`src/hw/rtl/nrt_pkg.sv`:
```
// Shared types, codes and defaults for the notification registration table.
package nrt_pkg;

  localparam int DEF_SLOTS_PER_CLIENT = 16;
  localparam int DEF_CLIENT_COUNT     = 8;

  localparam int CLIENT_W = 3;
  localparam int PEER_W   = 48;
  localparam int ATTR_W   = 16;
  localparam int MASK_W   = 8;
  localparam int STATUS_W = 2;

  localparam int QUEUE_DEPTH = 2;

  localparam logic CMD_REGISTER   = 1'b0;
  localparam logic CMD_DEREGISTER = 1'b1;

  localparam logic [STATUS_W-1:0] ST_SUCCESS   = 2'd0;
  localparam logic [STATUS_W-1:0] ST_ILLEGAL   = 2'd1;
  localparam logic [STATUS_W-1:0] ST_NO_SLOT   = 2'd2;
  localparam logic [STATUS_W-1:0] ST_NOT_FOUND = 2'd3;

  // A classified request as it travels from the front end to the table engine.
  typedef struct packed {
    logic                illegal;
    logic                command;
    logic [CLIENT_W-1:0] client;
    logic [PEER_W-1:0]   peer;
    logic [ATTR_W-1:0]   attr;
  } nrt_req_t;

  typedef enum logic [1:0] {
    BK_IDLE,
    BK_SCAN,
    BK_LAST,
    BK_COMMIT
  } back_state_t;

endpackage

```
`src/hw/rtl/nrt_front.sv`:
```
// Front end: takes requests, holds the client mask and flags illegal requests.
module nrt_front #(
  parameter int CLIENT_COUNT = nrt_pkg::DEF_CLIENT_COUNT
) (
  input  logic                         clk,
  input  logic                         rst,
  input  logic                         cfg_write,
  input  logic [nrt_pkg::MASK_W-1:0]   cfg_data,
  input  logic                         cmd_valid,
  output logic                         cmd_stall,
  input  logic                         command,
  input  logic [nrt_pkg::CLIENT_W-1:0] client_index,
  input  logic [nrt_pkg::PEER_W-1:0]   peer_address,
  input  logic [nrt_pkg::ATTR_W-1:0]   attr_handle,
  output logic                         push,
  output nrt_pkg::nrt_req_t            push_req,
  input  logic                         queue_full
);
  import nrt_pkg::*;

  logic [MASK_W-1:0] client_mask;
  logic              client_ok;

  always_ff @(posedge clk) begin
    if (rst) begin
      client_mask <= '0;
    end else if (cfg_write) begin
      client_mask <= cfg_data;
    end
  end

  // A client beyond the configured count is never enabled.
  assign client_ok = (int'(client_index) < CLIENT_COUNT) && client_mask[client_index];

  assign cmd_stall = queue_full;
  assign push      = cmd_valid && !queue_full;

  always_comb begin
    push_req.illegal = (attr_handle == '0) || !client_ok;
    push_req.command = command;
    push_req.client  = client_index;
    push_req.peer    = peer_address;
    push_req.attr    = attr_handle;
  end

endmodule

```
`config.mk`:
```
export PLATFORM = sky130hd
export DESIGN_NAME = nrt_front
export DESIGN_NICKNAME = d
export VERILOG_FILES = /design/src/hw/rtl/nrt_pkg.sv /design/src/hw/rtl/nrt_front.sv
export SDC_FILE = /design/constraint.sdc
export NUM_CORES = 1
export LEC_CHECK = 0
export ABC_AREA = 1
export BUFFER_PORTS_ARGS = -buffer_cell sky130_fd_sc_hd__buf_2
export CORE_ASPECT_RATIO = 0.5
export CORE_MARGIN = 2
export CORE_UTILIZATION = 25
export CTS_CLUSTER_SIZE = 20
export DETAILED_ROUTE_END_ITERATION = 8
export PLACE_DENSITY = 0.79
export SYNTH_ARGS = -nofsm -noshare
export SYNTH_HDL_FRONTEND = slang
export SYNTH_SLANG_ARGS = --single-unit
```
`constraint.sdc`:
```
create_clock -name clk -period 2.1 [get_ports clk]
set_input_delay 0.315 -clock clk [delete_from_list [all_inputs] [get_ports clk]]
set_output_delay 0.315 -clock clk [all_outputs]
set_load 0.02 [all_outputs]
```
==> metrics.yaml, run 1 <==
status:
  outcome: "completed"
yosys:
  avgSynthCellArea_um2: 6.667
  yosysTopAreaCell: "buf_4"
  synth_top_family_by_area: "buffers and inverters"
  synth_compound_area_frac: 0.04290
  seq_area_frac_synth: 0.1716
  synth_adder_area_share: 0
  synth_mux_area_frac: 0
  synth_top_area_frac: 0.5550
  synth_cell_types: 10
  syn_area_um2: 933.4
  synth_simple_gate_area_share: 0.2011
  synth_area_leaders: "buf_4 (55%), dfxtp_1 (17%), nand2_1 (12%)"
  synth-seq-cells: 8
  yosysWarnings: 0
  syn_inst: 140
  synthXorXnorAreaFrac: 0
  synth_nets: 221
floorplanning:
  io_pins: 152
  dieWidth_um: 90.41
  initial_utilization: 0.2660
  die_y_um: 47.21
  coreArea_um2: 3510
  fp.dieArea_um2: 4268
  rows: 15
finish:
  final_common_cell: "buf_2"
  stdcell_area_um2: 777.0
  n_antenna_cell: 0
  largestRegisters: "client_mask x8"
  layout_common_cells: "buf_2 (53), nand2_1 (31), nor2_1 (11)"
  fin_nets: 208
  regMostFlops: "client_mask"
  largest_reg_flops: 8
  layout-drive-gt1-share: 0.4640
  syn2layout_area_growth_pct: -16.76
placed_design:
  gp_congestion: 0.6685
  place_ws_ns: 0.7974
  dpl-instance-area_um2: 735.7
  dp_hpwl_um: 1669
  portBuffers: 53
route:
  wl_um: 1913
  first_pass_iters: 2
  drc: 0
  drt_iter0_markers: 13
  antenna_left: 0
  num_vias: 683
  viasPerCell: 3.881
  wl_per_cell_um: 10.87
cts:
  clock_path_buffers: 2
  h-tree-depth: 1
  numClockSinks: 8
  clock_latency_ns: 0.23
  numCtsBuffers: 3
  cts.repair.resized: 0
  hold_buffers: 0
  cts_tree: "built"
  cts-root-buf: "clkbuf_8"
  path_clk_slew_ns: 0.04
  post_cts_buffers: 0
worst_setup_path:
  path_class: "reg2out"
  worstPathArrival_ns: 1.01
  startpoint_type: "flop"
  cp_data_required_time_ns: 1.78
  end_kind: "output pin"
  path_max_fanout: 2
timing:
  finalSetupViolCount: 0
  max_freq_mhz: 752.1
  finalHoldViolCount: 0
  slew_viol_final: 0
  fin_ws_ns: 0.7703
  worst_slew_pin_slew_ns: 0.1687
  rsz0062_at_grt: "no"
  hold_ws_ns: 0.3304
  fin_crit_sh: 0.6332
  fin_setup_tns_ns: 0
  skew_ns: 0
  slew_headroom: 0.8876
  fin_crit_ns: 1.330
hold_path:
  min_path_type: "in2reg"
power:
  clockPowerShare: 0.393
  ir_worst_vdd_uv: 187.5
  p_leak_nw: 0.4074
  pwr-share-seq: 0.353
  power.switching_uw: 134.4
  combPwrFrac: 0.253
  p_per_area_nw_per_um2: 602.4
  p_int_uw: 333.6
  sw_frac_of_total: 0.2872
global_routing:
  grt_first_pass_wirelength_um: 2808
  antenna_found_initial: 0
  grt_pass1_vias: 644
  grt_max_degree: 10
  grt_usage: 0.08821
  grt-ovfl-total: 0
run:
  cap_violations: 0
## per-layer routing
metal / GRT usage / share of wire
met5: 0 / 0
met2: 0.1639 / 0.49
met4: 0.05538 / 0.019
met3: 0.06742 / 0.17
met1: 0.07096 / 0.32
## worst max-delay path, stage by stage, from the launching register on
cell     delay, ns
dfxtp_1       0.33
nand2_1       0.06
nand3_1       0.07
nand3_1       0.08
nand2_1       0.06
nand2_1       0.04
buf_2         0.15
## metrics by stage
step	utilization	std cells	total power, mW
after floorplan	-	140	0.3920
after global placement	0.2096	173	0.2856
after detailed placement	0.2096	173	0.2879
final	0.2214	176	0.4681
after global routing	0.2214	176	0.4970
after CTS	0.2214	176	0.4768
## power groups by stage
stage               clock network [mW]  registers (mW)  logic [mW]
finish                           0.184           0.165       0.119
global route                     0.198           0.166       0.133
CTS                              0.191           0.165       0.120
detailed placement                   0           0.168       0.120
global placement                     0           0.168       0.118
floorplan                            0           0.167       0.225
## final timing paths
kind,cells past startpoint,startpoint,endpoint,slack (ns)
worst max-delay path,6,client_mask[5]$_SDFFE_PP0P_,push_req[68],0.77
worst min register to register,2,client_mask[1]$_SDFFE_PP0P_,client_mask[1]$_SDFFE_PP0P_,0.46
worst max register to register,2,client_mask[5]$_SDFFE_PP0P_,client_mask[5]$_SDFFE_PP0P_,1.52
worst min-delay path,3,cfg_data[7],client_mask[7]$_SDFFE_PP0P_,0.33
## cells in the mapped netlist
cell type   n
inv_1       3
buf_1       1
inv_2       2
buf_4      69
a21oi_1     8
dfxtp_1     8
buf_2       1
nand3_1     6
nand2_1    31
nor2_1     11
## cell type report
cell class	instances	area (um^2)
Fill cell	418	2733
Timing Repair Buffer	53	265.3
Multi-Input combinational cell	56	227.7
Sequential cell	8	160.2
Tap cell	51	63.81
Clock buffer	3	41.29
Inverter	5	18.77
## cell families (layout without fill, tap and decap cells)
kind of cell	Yosys count	after routing
AO/OA/AOI/OAI	8	8
flip-flops	8	8
AND/OR/NAND/NOR	48	48
buffers and inverters	76	61
No activity file was read; power rests on OpenSTA's default activity.
==> run 2: changes to the inputs <==
- PLACE_DENSITY: 0.79 -> 0.82
- clock period: 2.1 -> 1.09 ns (I/O delays scaled with it)
==> metrics.yaml, run 2 (same netlist as run 1, synthesis figures left out) <==
worst_setup_path:
  max_stage_delay_ns: 0.32
  critical_path.top_delay_family: "simple AND/OR/NAND/NOR gates"
  rr_worst_depth: 3
  path_class: "reg2out"
  startpoint_type: "flop"
  worstPathArrival_ns: 1.00
  cp_data_required_time_ns: 0.93
  slowest_stage: "dfxtp_2"
  critPathBufInv: 1
  crit_chain: "nand2_1, nand3_1, nand3_1, nand2_1, nand2_2, buf_6"
  worst-path-stages: 6
  end_kind: "output pin"
  path_max_fanout: 2
timing:
  max_freq_mhz: 861.2
  fin_crit_ns: 1.161
  finalHoldViolCount: 0
  slew_headroom: 0.8983
  rsz0062_at_grt: "yes"
  worst_slew_pin_slew_ns: 0.1526
  skew_ns: 0
  fin_ws_ns: -0.07111
  hold_ws_ns: 0.1812
  fin_crit_sh: 1.065
  finalSetupViolCount: 1
  slew_viol_final: 0
power:
  p_per_area_nw_per_um2: 1106
  ir_worst_vdd_uv: 303.5
  p_leak_nw: 0.4334
run:
  cap_violations: 0
finish:
  final_cells: 179
  n_antenna_cell: 0
  seqCellArea_um2: 170.2
  regMostFlops: "client_mask"
  multiInputGateArea_um2: 240.2
  num-fill-cells: 399
  final_common_cell: "buf_2"
  layout-drive-gt1-share: 0.5703
  largest_reg_flops: 8
  largestRegisters: "client_mask x8"
  syn2layout_area_growth_pct: -11.26
  layout_common_cells: "buf_2 (52), nand2_1 (28), nor2_1 (11)"
  fin_nets: 211
floorplanning:
  fp.dieArea_um2: 4268
  io_pins: 152
  initial_utilization: 0.2660
  rows: 15
  coreArea_um2: 3510
  dieWidth_um: 90.41
  die_y_um: 47.21
global_routing:
  grt_pass1_vias: 637
  antenna_found_initial: 0
  grt_first_pass_wirelength_um: 2842
  grt-ovfl-total: 0
  grt_max_degree: 10
  grt_usage: 0.08776
placed_design:
  gp_congestion: 0.6889
  portBuffers: 53
  dp_hpwl_um: 1781
  post-place-cells: 173
cts:
  numClockSinks: 8
  cts_tree: "built"
  path_clk_slew_ns: 0.04
  clock_latency_ns: 0.22
  clock_path_buffers: 2
  cts-root-buf: "clkbuf_8"
  numCtsBuffers: 3
  h-tree-depth: 1
  hold_buffers: 0
route:
  drc: 0
  viasPerCell: 3.978
  first_pass_iters: 4
  num_vias: 712
  antenna_left: 0
  drt_iter0_markers: 23
  wl_per_cell_um: 12.03
  wl_um: 2153
hold_path:
  min_path_type: "in2reg"
  hold_depth: 3
status:
  outcome: "finished, violations left"
  violations: "setup timing"
==> run 2: cell types whose count changed in the layout (fill, tap and decap cells not counted), sizes merged <==
cell	change
buf	+3
==> run 2: worst paths after layout <==
path,from,to,slack [ns]
worst min-delay path,cfg_data[7],client_mask[7]$_SDFFE_PP0P_,0.18
worst max-delay path,client_mask[2]$_SDFFE_PP0P_,push_req[68],-0.07
worst max register to register,client_mask[1]$_SDFFE_PP0P_,client_mask[1]$_SDFFE_PP0P_,0.38
worst min register to register,client_mask[7]$_SDFFE_PP0P_,client_mask[7]$_SDFFE_PP0P_,0.46
==> run 2: report_power, final <==
| part | internal, mW | total (mW) | leakage, nW | switching, mW |
|---|---|---|---|---|
| combinational | 0.106 | 0.250 | 0.343 | 0.144 |
| sequential | 0.314 | 0.324 | 0.0689 | 0.00983 |
| clock | 0.238 | 0.343 | 0.0216 | 0.104 |
| total | 0.658 | 0.916 | 0.433 | 0.258 |
==> run 2: repair_timing <==
action / CTS / global route
cloned: 0 / 0
pin swaps: 6 / 4
buffers inserted: 2 / 1
endpoints found under the setup margin: 1 / 1
gates resized for setup: 9 / 5
==> run 2: per-stage QoR <==
step           instance area, um^2  power, mW  setup WS [ns]  TNS [ns]    util
2_1_floorplan                933.4     0.7553         0.2551         0       -
3_3_place_gp                 735.7     0.5511        0.03157         0  0.2096
3_5_place_dp                 735.7     0.5558        0.04165         0  0.2096
4_1_cts                      808.3     0.9147       -0.08112  -0.08112  0.2303
5_1_grt                      828.3     0.9704        -0.1457   -0.1457  0.2360
6_report                     828.3     0.9160       -0.07111  -0.07111  0.2360
==> run 2: worst min-delay path, cell delays in order <==
cell     delay (ns)
buf_2          0.10
nand2_1        0.05
a21oi_1        0.05
==> run 2: metal layers <==
metal	GRT usage	wire length, um
met5	0	0
met3	0.06742	356
met2	0.1699	1134
met1	0.06415	612
met4	0.06154	51
==> run 2: cell type report <==
cell class | count | area share
Inverter | 5 | 0.02266
Clock buffer | 3 | 0.04985
Multi-Input combinational cell | 56 | 0.2900
Sequential cell | 8 | 0.2054
Timing Repair Buffer | 56 | 0.3550
Tap cell | 51 | 0.07704
==> run 3: changes to the inputs <==
- CORE_ASPECT_RATIO: 0.5 -> 0.7
- CTS_CLUSTER_DIAMETER: not set -> 60
==> metrics.yaml, run 3 (same netlist as run 1, synthesis figures left out) <==
hold_path:
  hold_depth: 3
  min_path_type: "in2reg"
  min_from: "cfg_data[7]"
  holdPathEnd: "client_mask[7]$_SDFFE_PP0P_"
worst_setup_path:
  end_kind: "output pin"
  max_stage_delay_ns: 0.34
  path_max_fanout: 2
  rr_worst_depth: 3
  ff2ff_setup_slack_ns: 0.43
  slowest_stage: "dfxtp_2"
  worstPathArrival_ns: 1.02
  path_class: "reg2out"
  crit_chain: "nand2_2, nand3_1, nand3_1, nand2_1, nand2_1, buf_6"
  startpoint_type: "flop"
  crit-reg2reg-launch: "client_mask[0]$_SDFFE_PP0P_"
  r2r-end: "client_mask[0]$_SDFFE_PP0P_"
  cp_data_required_time_ns: 0.93
floorplanning:
  dieWidth_um: 77.03
  fp.dieArea_um2: 4246
  initial_utilization: 0.2623
  coreArea_um2: 3558
  rows: 18
  die_y_um: 55.12
  io_pins: 152
global_routing:
  antenna_found_initial: 0
  grt_max_degree: 10
  grt_usage: 0.07900
  grt_pass1_vias: 549
  grt-ovfl-total: 0
  grt_first_pass_wirelength_um: 2449
timing:
  fin_crit_ns: 1.187
  finalHoldViolCount: 0
  worst_slew_pin_slew_ns: 0.1571
  max_freq_mhz: 842.6
  fin_setup_tns_ns: -0.09678
  slew_viol_final: 0
  hold_ws_ns: 0.1695
  fin_crit_sh: 1.089
  finalSetupViolCount: 1
  skew_ns: 0
  rsz0062_at_grt: "yes"
  fin_ws_ns: -0.09678
  slew_headroom: 0.8953
finish:
  largest_reg_flops: 8
  largestRegisters: "client_mask x8"
  num-fill-cells: 413
  n_antenna_cell: 0
  syn2layout_area_growth_pct: -13.00
  fin_nets: 210
  final_common_cell: "buf_2"
  final_cells: 177
  layout-drive-gt1-share: 0.5512
  regMostFlops: "client_mask"
  final_util: 0.2282
  layout_common_cells: "buf_2 (52), nand2_1 (29), nor2_1 (11)"
route:
  wl_per_cell_um: 10.92
  num_vias: 720
  viasPerCell: 4.068
  antenna_left: 0
  drt_iter0_markers: 29
  wl_um: 1932
  drc: 0
  first_pass_iters: 4
power:
  p_leak_nw: 0.4248
  clockPowerShare: 0.385
  power.switching_uw: 273.0
  p_per_area_nw_per_um2: 1144
  sw_frac_of_total: 0.2940
  ir_worst_vdd_uv: 872.4
  combPwrFrac: 0.265
  pwr-share-seq: 0.350
  p_int_uw: 655.6
cts:
  clock_latency_ns: 0.23
  path_clk_slew_ns: 0.04
  numCtsBuffers: 3
  h-tree-depth: 1
  numClockSinks: 8
  cts-root-buf: "clkbuf_8"
  clock_path_buffers: 2
  hold_buffers: 0
  cts_tree: "built"
placed_design:
  portBuffers: 53
  dp_hpwl_um: 1593
  post-place-cells: 172
  place_ws_ns: 0.06938
  gp_congestion: 0.7316
run:
  cap_violations: 0
status:
  outcome: "finished, violations left"
  violations: "setup timing"
## run 3: worst max-delay path by stage
stage,cells after the start,startpoint,end
CTS,6,client_mask[4]$_SDFFE_PP0P_,push_req[68]
detailed placement,7,attr_handle[15],push_req[68]
global route,6,client_mask[5]$_SDFFE_PP0P_,push_req[68]
global placement,7,attr_handle[15],push_req[68]
finish,6,client_mask[5]$_SDFFE_PP0P_,push_req[68]
floorplan,5,client_mask[1]$_SDFFE_PP0P_,push_req[68]
## run 3: final cells by class
| class | count | area [um^2] | area share |
|---|---|---|---|
| clock buffers | 3 | 41.29 | 0.05085 |
| inverters | 5 | 18.77 | 0.02311 |
| multi-input cells | 56 | 232.7 | 0.2866 |
| flip-flops and latches | 8 | 170.2 | 0.2096 |
| well taps | 50 | 62.56 | 0.07704 |
| repair buffers | 55 | 286.5 | 0.3529 |
## run 3: routing by layer
metal  routed length, um  share of wire  track usage
met2                 701           0.36      0.09795
met1                 875           0.45       0.1018
met5                   0              0            0
met3                 355           0.18      0.06818
met4                   0              0     0.008929
## run 3: metrics by stage
stage	cell area (um^2)	power (mW)
after floorplan	933.4	0.7553
after global placement	734.5	0.5562
after detailed placement	734.5	0.5593
after CTS	789.5	0.9172
after global routing	812.0	0.9720
final	812.0	0.9286
## run 3: critical path: cells and delay by family, from the launching register on
family        cells  cell delay (ns)
buf+inv           1             0.13
flops             1             0.34
simple gates      5             0.33
## run 3: repair_timing
action	4_1_cts	5_1_grt
hold endpoints to repair	0	0
setup endpoints to repair	1	1
buffers inserted	0	2
gates resized for setup	8	4
gates cloned	0	0
pin swaps	5	9
## run 3: power groups by stage
stage,registers (mW),logic [mW],clock network [mW]
6_report,0.325,0.246,0.357
5_1_grt,0.326,0.272,0.374
4_1_cts,0.324,0.240,0.353
3_5_place_dp,0.326,0.233,0
3_3_place_gp,0.326,0.230,0
2_1_floorplan,0.321,0.434,0
