File: src/hw/rtl/nrt_pkg.sv
// Shared types, codes and defaults for the notification registration table.
package nrt_pkg;

  localparam int DEF_SLOTS_PER_CLIENT = 16;
  localparam int DEF_CLIENT_COUNT     = 8;

  localparam int CLIENT_W = 3;
  localparam int PEER_W   = 48;
  localparam int ATTR_W   = 16;
  localparam int MASK_W   = 8;
  localparam int STATUS_W = 2;

  localparam int QUEUE_DEPTH = 2;

  localparam logic CMD_REGISTER   = 1'b0;
  localparam logic CMD_DEREGISTER = 1'b1;

  localparam logic [STATUS_W-1:0] ST_SUCCESS   = 2'd0;
  localparam logic [STATUS_W-1:0] ST_ILLEGAL   = 2'd1;
  localparam logic [STATUS_W-1:0] ST_NO_SLOT   = 2'd2;
  localparam logic [STATUS_W-1:0] ST_NOT_FOUND = 2'd3;

  // A classified request as it travels from the front end to the table engine.
  typedef struct packed {
    logic                illegal;
    logic                command;
    logic [CLIENT_W-1:0] client;
    logic [PEER_W-1:0]   peer;
    logic [ATTR_W-1:0]   attr;
  } nrt_req_t;

  typedef enum logic [1:0] {
    BK_IDLE,
    BK_SCAN,
    BK_LAST,
    BK_COMMIT
  } back_state_t;

endpackage

File: src/hw/rtl/nrt_queue.sv
// Short request queue between the front end and the table engine.
module nrt_queue (
  input  logic              clk,
  input  logic              rst,
  input  logic              push,
  input  nrt_pkg::nrt_req_t push_req,
  output logic              full,
  input  logic              pop,
  output nrt_pkg::nrt_req_t pop_req,
  output logic              empty
);
  import nrt_pkg::*;

  localparam int PTR_W = (QUEUE_DEPTH > 1) ? $clog2(QUEUE_DEPTH) : 1;
  localparam int CNT_W = $clog2(QUEUE_DEPTH + 1);

  nrt_req_t           entries [QUEUE_DEPTH];
  logic [PTR_W-1:0]   wr_ptr;
  logic [PTR_W-1:0]   rd_ptr;
  logic [CNT_W-1:0]   count;
  logic               do_push;
  logic               do_pop;

  assign full    = (count == CNT_W'(QUEUE_DEPTH));
  assign empty   = (count == '0);
  assign do_push = push && !full;
  assign do_pop  = pop && !empty;
  assign pop_req = entries[rd_ptr];

  always_ff @(posedge clk) begin
    if (rst) begin
      wr_ptr <= '0;
      rd_ptr <= '0;
      count  <= '0;
    end else begin
      if (do_push) begin
        wr_ptr <= (wr_ptr == PTR_W'(QUEUE_DEPTH - 1)) ? '0 : wr_ptr + 1'b1;
      end
      if (do_pop) begin
        rd_ptr <= (rd_ptr == PTR_W'(QUEUE_DEPTH - 1)) ? '0 : rd_ptr + 1'b1;
      end
      if (do_push && !do_pop) begin
        count <= count + 1'b1;
      end else if (do_pop && !do_push) begin
        count <= count - 1'b1;
      end
    end
  end

  always_ff @(posedge clk) begin
    if (do_push) begin
      entries[wr_ptr] <= push_req;
    end
  end

endmodule

File: config.mk
export PLATFORM = sky130hd
export DESIGN_NAME = nrt_queue
export DESIGN_NICKNAME = d
export VERILOG_FILES = /design/src/hw/rtl/nrt_pkg.sv /design/src/hw/rtl/nrt_queue.sv
export SDC_FILE = /design/constraint.sdc
export NUM_CORES = 1
export LEC_CHECK = 0
export ABC_AREA = 1
export BUFFER_PORTS_ARGS = -buffer_cell sky130_fd_sc_hd__buf_2
export CAP_MARGIN = 20
export CORE_ASPECT_RATIO = 1.25
export CORE_MARGIN = 5
export CORE_UTILIZATION = 35
export CTS_BUF_LIST = sky130_fd_sc_hd__clkbuf_8
export DETAILED_ROUTE_END_ITERATION = 10
export GPL_TIMING_DRIVEN = 0
export PLACE_DENSITY = 0.64
export SLEW_MARGIN = 5
export SYNTH_ARGS = -nofsm -noshare
export SYNTH_HDL_FRONTEND = slang
export SYNTH_SLANG_ARGS = --single-unit
File: constraint.sdc
create_clock -name clk -period 4.2 [get_ports clk]
set_input_delay 0.21 -clock clk [delete_from_list [all_inputs] [get_ports clk]]
set_output_delay 0.21 -clock clk [all_outputs]
set_load 0.01 [all_outputs]
==> flow_metrics.tcl, run 1 <==
set metrics [dict create \
    cp_top_family "buffers and inverters" \
    yosysSeqAreaShare_pct 80.6 \
    holdBufCountCts 69 \
    seq_power_share_pct 48.6 \
    grt_overflow 0 \
    grt_pass1_vias 3310 \
    ff2ff_setup_slack_ns 2.43 \
    fmax_mhz 528 \
    grt_usage_pct 12.1 \
    ys_warn_count 0 \
    die_x_um 120 \
    cp_max_fo 10 \
    cts_tree "built" \
    wl_per_cell_um 15.4 \
    grt_max_degree 32 \
    wl_mm 10.5 \
    detailedRoute.firstIterationViolations 110 \
    h-tree-depth 4 \
    cts_buffers 17 \
    drive_gt1_share_pct 49.9 \
    via_per_inst 4.44 \
    skew_ns 0.00779 \
    areaGrowthSynthToFinish_pct 39.5 \
    yosys.area.top_type "edfxtp_1" \
    n_fill_cell 1278 \
    min_to "count[1]$_SDFFE_PP0P_" \
    pwr-share-comb_pct 26.0 \
    cts_sinks 143 \
    post-route-drc-count 0 \
    firstDrtPassIters 4 \
    reg2reg_depth 9 \
    period_minus_slack_ns 1.90 \
    synth_top_family_by_area "multiplexers" \
    r2r_start "count[1]$_SDFFE_PP0P_" \
    ant_nets 0 \
    ys_seq_elements 143 \
    synth_area_leaders "edfxtp_1 (79%), mux2_2 (13%), mux2_4 (2.9%), dfxtp_1 (1.9%), inv_1 (0.64%)" \
    setup_violations 0 \
    synthAdderAreaFrac_pct 0.238 \
    synth.distinct_cells 17 \
    power.internal_mw 2.79 \
    worstHoldPathCells 4 \
    slowest_stage "dfxtp_1" \
    powerDensity_nw_per_um2 519 \
    crit_arrival_ns 1.69 \
    synth_fp_nets 326 \
    stdcell_area_um2 7340 \
    postPlaceCellArea_um2 6300 \
    post-route-util_pct 49.3 \
    die_h_um 147 \
    gp_congestion 0.654 \
    worstMarginPinSlew_ns 0.531 \
    cp-start-kind "register" \
    hp-class "input port to register" \
    vdd_drop_max_uv 276 \
    slew-limit-headroom_pct 64.5 \
    syn_inst 252 \
    die_area_um2 17600 \
    final_nets 561 \
    pwr-share-clk_pct 25.4 \
    hold_start "rst" \
    syn_area_per_cell_um2 20.9 \
    core-area_um2 14900 \
    clk_latency_ns 0.43 \
    hpwl_mm 6.93 \
    muxShareOfSynthArea_pct 15.5 \
    ioPinCount 144 \
    rows 50 \
    post_cts_buffers 0 \
    finalHoldViolations 0 \
    clock_tree.buffer_depth 2 \
    cpMostUsedCell "buf_6" \
    crit_buf_inv 4 \
    syn_area_um2 5260 \
    grt_first_pass_wirelength_mm 16.3 \
    p_switching_mw 1.02 \
    slew_viol_final 0 \
    synth_compound_area_share_pct 0.570 \
    leakage_nw 2.83 \
    tns_ns 0 \
    antenna_found_initial 1 \
    cts.repair.resized 0 \
    status "finished, final reports clean" \
    holdWs_ns 0.0585 \
    setup_slack_ns 2.30 \
    route.vias.total 3026 \
    cap_violations 0 \
    rsz0062_at_grt "false" \
    cp_cell_sequence "buf_6 > buf_6 > buf_8 > mux2_4 > buf_2" \
    reg2reg_to "count[1]$_SDFFE_PP0P_" \
    finalCritPeriodShare_pct 45.1 \
    switching_share_pct 26.8 \
    portBuffers 143 \
    critical_path_class "register to output port" \
    clk_pin_slew_worst_paths_ns 0.07 \
    max_stage_delay_ns 0.33 \
    cts_root_buffer "clkbuf_8" \
    dp.cells 581 \
    yosys.area.top_type_share_pct 78.7 \
    pre_cts_slack_ns 2.45 \
    worst_setup_path_end_kind "output port" \
    synth_xor_area_share_pct 0 \
    start_util_pct 35.4 \
    fin_cells 682 \
    total_power_mw 3.81 \
    required_ns 3.99 \
    yosys.area_share.simple_pct 1.26 \
]
-- cell type report --
class,instances,area (um2),area share [%]
inverters,9,33.8,0.460
repair buffers,216,1490,20.2
plain buffers,8,62.6,0.852
flip-flops and latches,143,4240,57.8
diodes,1,2.50,0.0341
well taps,182,228,3.10
clock buffers,17,234,3.19
multi-input cells,92,938,12.8
clock inverters,14,114,1.55
-- synthesized netlist by cell type --
cell	instances
nand2_1	4
nand4_1	1
a21oi_1	1
nor2_1	9
buf_8	1
ha_1	1
mux2_2	59
o21ai_1	1
mux2_4	10
o21ai_0	4
edfxtp_1	138
inv_1	9
buf_6	2
dfxtp_1	5
and2_1	1
buf_2	5
nand3_1	1
-- logic make-up (layout without fill, tap and decap cells) --
kind of cell	after synthesis	in the layout
AND/OR/NAND/NOR	16	16
adder cells (fa/ha/maj)	1	1
AO/OA/AOI/OAI	6	6
multiplexers	69	69
buffers and inverters	17	264
other	0	1
flip-flops	143	143
-- worst reg2reg max path: cells and delay by family (launching register included) --
| family | cells | cell delay [ns] |
|---|---|---|
| AO/OA/AOI/OAI | 1 | 0.42 |
| adder cells (fa/ha/maj) | 1 | 0.35 |
| buffers and inverters | 4 | 0.34 |
| flip-flops | 1 | 0.37 |
| AND/OR/NAND/NOR | 3 | 0.24 |
-- power by group through the flow --
stage | clock network [mW] | logic [mW] | registers [mW]
after floorplan | 0 | 0.579 | 1.89
after CTS | 1.02 | 1.02 | 1.85
after detailed placement | 0 | 0.964 | 1.88
after global placement | 0 | 0.903 | 1.91
final | 0.969 | 0.992 | 1.85
after global routing | 1.09 | 1.08 | 1.86
-- cells in the final DEF, fill, tap and decap left out, drive strengths merged --
cell and n:
clkbuf 17, dfxtp 5, edfxtp 138, nand3 1
buf 155, and2 1, ha 1, nand4 1
o21ai 5, a21oi 1, inv 15, diode 1
nor2 9, clkinv 6, nand2 4, dlygate4sd3 69
mux2 69, bufinv 2
-- state kept, by name (all words and copies together), names as in the netlist, named ones only --
name,count
entries,138
count,2
rd_ptr,1
wr_ptr,1
-- worst max path at each step --
stage	startpoint	cells after the start	slack [ns]	endpoint
after floorplan	count[0]$_SDFFE_PP0P_	2	0.31	entries[0][0]$_DFFE_PP_
after global placement	count[0]$_SDFFE_PP0P_	2	-1.33	entries[0][18]$_DFFE_PP_
after detailed placement	count[0]$_SDFFE_PP0P_	3	2.45	entries[1][18]$_DFFE_PP_
after CTS	register	5	2.21	pop_req[38]
after global routing	register	5	2.19	pop_req[36]
final	register	5	2.30	pop_req[38]
-- metal layers --
metal	share of wire, %	vias up	track usage, %
met5	0	-	0
met4	1.6	0	4.81
met3	6.2	12	4.66
met2	55	92	21.9
met1	37	1473	12.7
li1	-	1449	-
Power figures use the tool's default switching activity.
==> inputs of run 2 (changes only) <==
--- a/config.mk
+++ b/config.mk
@@ -14,7 +14,7 @@
 export CTS_BUF_LIST = sky130_fd_sc_hd__clkbuf_8
 export DETAILED_ROUTE_END_ITERATION = 10
 export GPL_TIMING_DRIVEN = 0
-export PLACE_DENSITY = 0.64
+export PLACE_DENSITY = 0.66
 export SLEW_MARGIN = 5
 export SYNTH_ARGS = -nofsm -noshare
 export SYNTH_HDL_FRONTEND = slang
==> constraint.sdc (replaced) <==
create_clock -name clk -period 1.6 [get_ports clk]
set_input_delay 0.08 -clock clk [delete_from_list [all_inputs] [get_ports clk]]
set_output_delay 0.08 -clock clk [all_outputs]
set_load 0.01 [all_outputs]
==> flow_metrics.tcl, run 2 (synthesized netlist as in run 1, its figures left out) <==
set metrics [dict create \
    stdcell_area_um2 7710 \
    setup_slack_ns -0.0881 \
    firstDrtPassIters 4 \
    die_h_um 147 \
    gp_congestion 0.678 \
    final_common_cell "edfxtp_1" \
    pwr-share-clk_pct 25.1 \
    die_area_um2 17600 \
    rsz0062_at_grt "true" \
    route.met3.wl_um 585 \
    slew_viol_final 0 \
    ant_nets 0 \
    detailedRoute.firstIterationViolations 94 \
    h-tree-depth 4 \
    cp_cell_sequence "buf_12 > buf_12 > buf_12 > mux2_4 > buf_6" \
    postPlaceCellArea_um2 6330 \
    cpMostUsedCell "buf_12" \
    dp.cells 581 \
    slew-limit-headroom_pct 81.3 \
    antenna_cells 0 \
    cap_violations 0 \
    worstMarginPinSlew_ns 0.277 \
    skew_ns 0.00912 \
    crit_buf_inv 4 \
    grt_pass1_vias 3452 \
    wl_met1_mm 3.98 \
    period_minus_slack_ns 1.69 \
    wl_per_cell_um 15.6 \
    seq_power_share_pct 45.8 \
    largest_reg_flops 138 \
    cp_max_fo 6 \
    cp_top_family "buffers and inverters" \
    post-route-util_pct 51.8 \
    via_per_inst 4.50 \
    areaGrowthSynthToFinish_pct 46.6 \
    p_switching_mw 2.79 \
    finalHoldViolations 0 \
    grt_overflow 0 \
    portBuffers 143 \
    fmax_mhz 592 \
    cts_buffers 17 \
    switching_share_pct 26.1 \
    setup_violations 49 \
    fin_cells 696 \
    hpwl_mm 7.06 \
    cts_tree "built" \
    tns_ns -2.05 \
    die_x_um 120 \
    route.vias.total 3132 \
    wl_mm 10.9 \
    vdd_drop_max_uv 775 \
    status "complete, but fails checks" \
    core-area_um2 14900 \
    ioPinCount 144 \
    grt_first_pass_wirelength_mm 17.0 \
    finalCritPeriodShare_pct 106 \
    hp-class "input port to register" \
    rows 50 \
    slowest_stage "dfxtp_4" \
    critical_path_class "register to output port" \
    failed_checks "setup timing" \
    grt_max_degree 33 \
    post-route-drc-count 0 \
    multiInputGateArea_um2 957 \
    required_ns 1.52 \
    clock_tree.buffer_depth 2 \
    crit_arrival_ns 1.61 \
    worst_setup_path_end_kind "output port" \
    grt_usage_pct 12.7 \
    leakage_nw 2.99 \
    clk_latency_ns 0.43 \
    reg_top3 "entries: 138 flops, count: 2 flops" \
    max_stage_delay_ns 0.38 \
    largest-register "entries" \
    wl_met2_mm 6.17 \
    total_power_mw 10.7 \
    start_util_pct 35.4 \
    clk_pin_slew_worst_paths_ns 0.07 \
    powerDensity_nw_per_um2 1390 \
    final_nets 576 \
    n_fill_cell 1240 \
    layout_common_cells "edfxtp_1 (138), buf_2 (130), dlygate4sd3_1 (70), mux2_2 (57), clkbuf_8 (17)" \
    antenna_found_initial 0 \
    top_layer_used "met4" \
    ff2ff_setup_slack_ns 0.10 \
    cts_root_buffer "clkbuf_8" \
    seq_area_um2 4250 \
    cts_sinks 143 \
    drive_gt1_share_pct 52.1 \
    cp-start-kind "register" \
    pwr-share-comb_pct 29.1 \
    power.internal_mw 7.90 \
]
[run 2: changes by cell type in the layout (fill, tap and decap cells not counted), sizes merged]
cell         before  now
diode             1    0
bufinv            2    3
clkinv            6    5
buf             155  169
dlygate4sd3      69   70
[run 2: path summary, 6_finish.rpt]
check,endpoint,from,depth (start not counted)
setup reg to reg,count[1]$_SDFFE_PP0P_,count[1]$_SDFFE_PP0P_,9
hold / removal,wr_ptr$_SDFFE_PP0P_,push,4
hold reg to reg,wr_ptr$_SDFFE_PP0P_,wr_ptr$_SDFFE_PP0P_,2
setup / recovery,pop_req[45],register,5
[run 2: worst reg2reg max path, cell delays in order (launching register included)]
cell and delay (ns):
dfxtp_2 0.36, inv_2 0.06, o21ai_4 0.21, inv_1 0.10, ha_1 0.34, inv_1 0.09
nand3_1 0.08, nand2_1 0.07, inv_1 0.04, nor2_1 0.09
[run 2: repair_timing]
| action | in CTS | in global routing |
|---|---|---|
| gates resized for setup | 32 | 0 |
| hold buffers | 70 | 0 |
| pin swaps | 2 | 0 |
| endpoints found under the setup margin | 175 | 69 |
| cloned | 2 | 0 |
| setup buffers | 14 | 0 |
| endpoints found under the hold margin | 143 | 0 |
[run 2: power by group through the flow]
stage | clock network [mW] | logic [mW] | registers [mW]
global placement | 0 | 2.40 | 4.95
CTS | 2.82 | 3.22 | 4.90
floorplan | 0 | 1.55 | 4.93
detailed placement | 0 | 2.58 | 4.96
global route | 3.00 | 3.35 | 4.93
finish | 2.69 | 3.11 | 4.89
[run 2: cell type report]
class	instances	share of cell area, %
Inverter	9	0.438
Clock inverter	14	1.78
Clock buffer	17	3.03
Buffer	7	1.27
Timing Repair Buffer	232	23.0
Tap cell	182	2.95
Multi-Input combinational cell	92	12.4
Sequential cell	143	55.1
[run 2: layer usage]
metal  vias up  global-route usage [%]
met2       100                    23.6
met1      1545                    12.9
li1       1477                       -
met3        10                    4.24
met5         -                       0
met4         0                    5.16
[run 2: per-stage QoR]
step / setup WS, ns / hold slack (ns)
3_5_place_dp: -0.112 / 0.272
5_1_grt: -0.180 / 0.0476
4_1_cts: -0.152 / 0.0204
6_report: -0.0881 / 0.0704
2_1_floorplan: -0.325 / 0.179
3_3_place_gp: -0.853 / 0.268
==> inputs of run 3 (changes only) <==
--- a/config.mk
+++ b/config.mk
@@ -15,6 +15,7 @@
 export DETAILED_ROUTE_END_ITERATION = 10
 export GPL_TIMING_DRIVEN = 0
 export PLACE_DENSITY = 0.66
+export REMOVE_ABC_BUFFERS = 1
 export SLEW_MARGIN = 5
 export SYNTH_ARGS = -nofsm -noshare
 export SYNTH_HDL_FRONTEND = slang
==> flow_metrics.tcl, run 3 (synthesized netlist as in run 1, its figures left out) <==
set metrics [dict create \
    wl_mm 13.2 \
    post-route-util_pct 56.2 \
    clock_tree.buffer_depth 2 \
    antenna_found_initial 0 \
    crit_arrival_ns 1.58 \
    die_x_um 120 \
    worst_setup_path_end_kind "output port" \
    fin_cells 701 \
    grt_overflow 0 \
    cts_sinks 143 \
    stdcell_area_um2 8370 \
    status "complete, but fails checks" \
    holdWs_ns 0.0925 \
    wl_per_cell_um 18.8 \
    largest-register "entries" \
    gp_congestion 0.652 \
    tns_ns -2.08 \
    hp-class "input port to register" \
    period_minus_slack_ns 1.66 \
    pre_cts_slack_ns -0.513 \
    setup_slack_ns -0.0624 \
    cp_max_fo 7 \
    powerDensity_nw_per_um2 1410 \
    grt_pass1_vias 3595 \
    antenna_cells 0 \
    slew_viol_final 0 \
    rows 50 \
    n_fill_cell 1146 \
    final_nets 580 \
    fmax_mhz 602 \
    final_common_cell "edfxtp_1" \
    failed_checks "setup timing" \
    grt_usage_pct 13.8 \
    reg_top3 "entries: 138 flops, count: 2 flops" \
    setup_violations 60 \
    cts_root_buffer "clkbuf_8" \
    critical_path_class "register to output port" \
    dp.cells 575 \
    clk_latency_ns 0.43 \
    cts_buffers 17 \
    clk_pin_slew_worst_paths_ns 0.07 \
    leakage_nw 3.30 \
    slew-limit-headroom_pct 76.1 \
    total_power_mw 11.8 \
    detailedRoute.firstIterationViolations 111 \
    areaGrowthSynthToFinish_pct 59.0 \
    drive_gt1_share_pct 53.2 \
    route.vias.total 3223 \
    die_area_um2 17600 \
    required_ns 1.52 \
    cts_tree "built" \
    ioPinCount 144 \
    skew_ns 0.00483 \
    cp-start-kind "register" \
    rsz0062_at_grt "true" \
    ff2ff_setup_slack_ns 0.11 \
    vdd_drop_max_uv 814 \
    die_h_um 147 \
    post-route-drc-count 0 \
    finalHoldViolations 0 \
    firstDrtPassIters 4 \
    core-area_um2 14900 \
    h-tree-depth 4 \
    finalCritPeriodShare_pct 104 \
    postPlaceCellArea_um2 6310 \
    cap_violations 0 \
    portBuffers 143 \
    grt_max_degree 30 \
    ant_nets 0 \
    hpwl_mm 6.83 \
    grt_first_pass_wirelength_mm 18.4 \
    largest_reg_flops 138 \
    worstMarginPinSlew_ns 0.358 \
    via_per_inst 4.60 \
    start_util_pct 35.4 \
    layout_common_cells "edfxtp_1 (138), buf_2 (77), dlygate4sd3_1 (70), buf_6 (68), mux2_4 (57)" \
]
[run 3: where the power goes]
part / switching, mW / internal [mW] / leakage [nW]
clock network: 1.30 / 1.34 / 0.186
registers: 0.168 / 4.73 / 1.33
logic: 1.78 / 2.49 / 1.79
[run 3: per-layer routing]
metal	GRT usage, %	up-vias	share of wire [%]
met2	25.4	116	56
met3	5.47	22	5.8
li1	-	1487	-
met1	13.9	1598	36
met4	5.27	0	2.8
met5	0	-	0
[run 3: worst paths after layout]
check,cells past startpoint,to,from
setup / recovery,4,pop_req[60],register
hold / removal,5,wr_ptr$_SDFFE_PP0P_,push
setup reg to reg,4,entries[1][28]$_DFFE_PP_,wr_ptr$_SDFFE_PP0P_
hold reg to reg,2,count[0]$_SDFFE_PP0P_,count[0]$_SDFFE_PP0P_
[run 3: final cells by class]
| class | count | area (um2) | area share, % |
|---|---|---|---|
| Clock inverter | 15 | 129 | 1.54 |
| Sequential cell | 143 | 4250 | 50.8 |
| Timing Repair Buffer | 241 | 2340 | 28.0 |
| Tap cell | 182 | 228 | 2.72 |
| Multi-Input combinational cell | 94 | 1150 | 13.7 |
| Inverter | 9 | 33.8 | 0.404 |
| Clock buffer | 17 | 234 | 2.80 |
[run 3: what timing repair did]
| item | in CTS | in global routing |
|---|---|---|
| buffers inserted | 9 | 5 |
| hold buffers | 70 | 0 |
| hold endpoints to repair | 143 | 0 |
| gates cloned | 3 | 7 |
| gates resized for setup | 49 | 89 |
| setup endpoints to repair | 209 | 156 |
| pin swaps | 3 | 1 |
[run 3: critical path, cell delays in order, from the launching register on]
cell and delay (ns):
dfxtp_4 0.39, buf_12 0.16, buf_12 0.13, mux2_2 0.34, buf_6 0.13
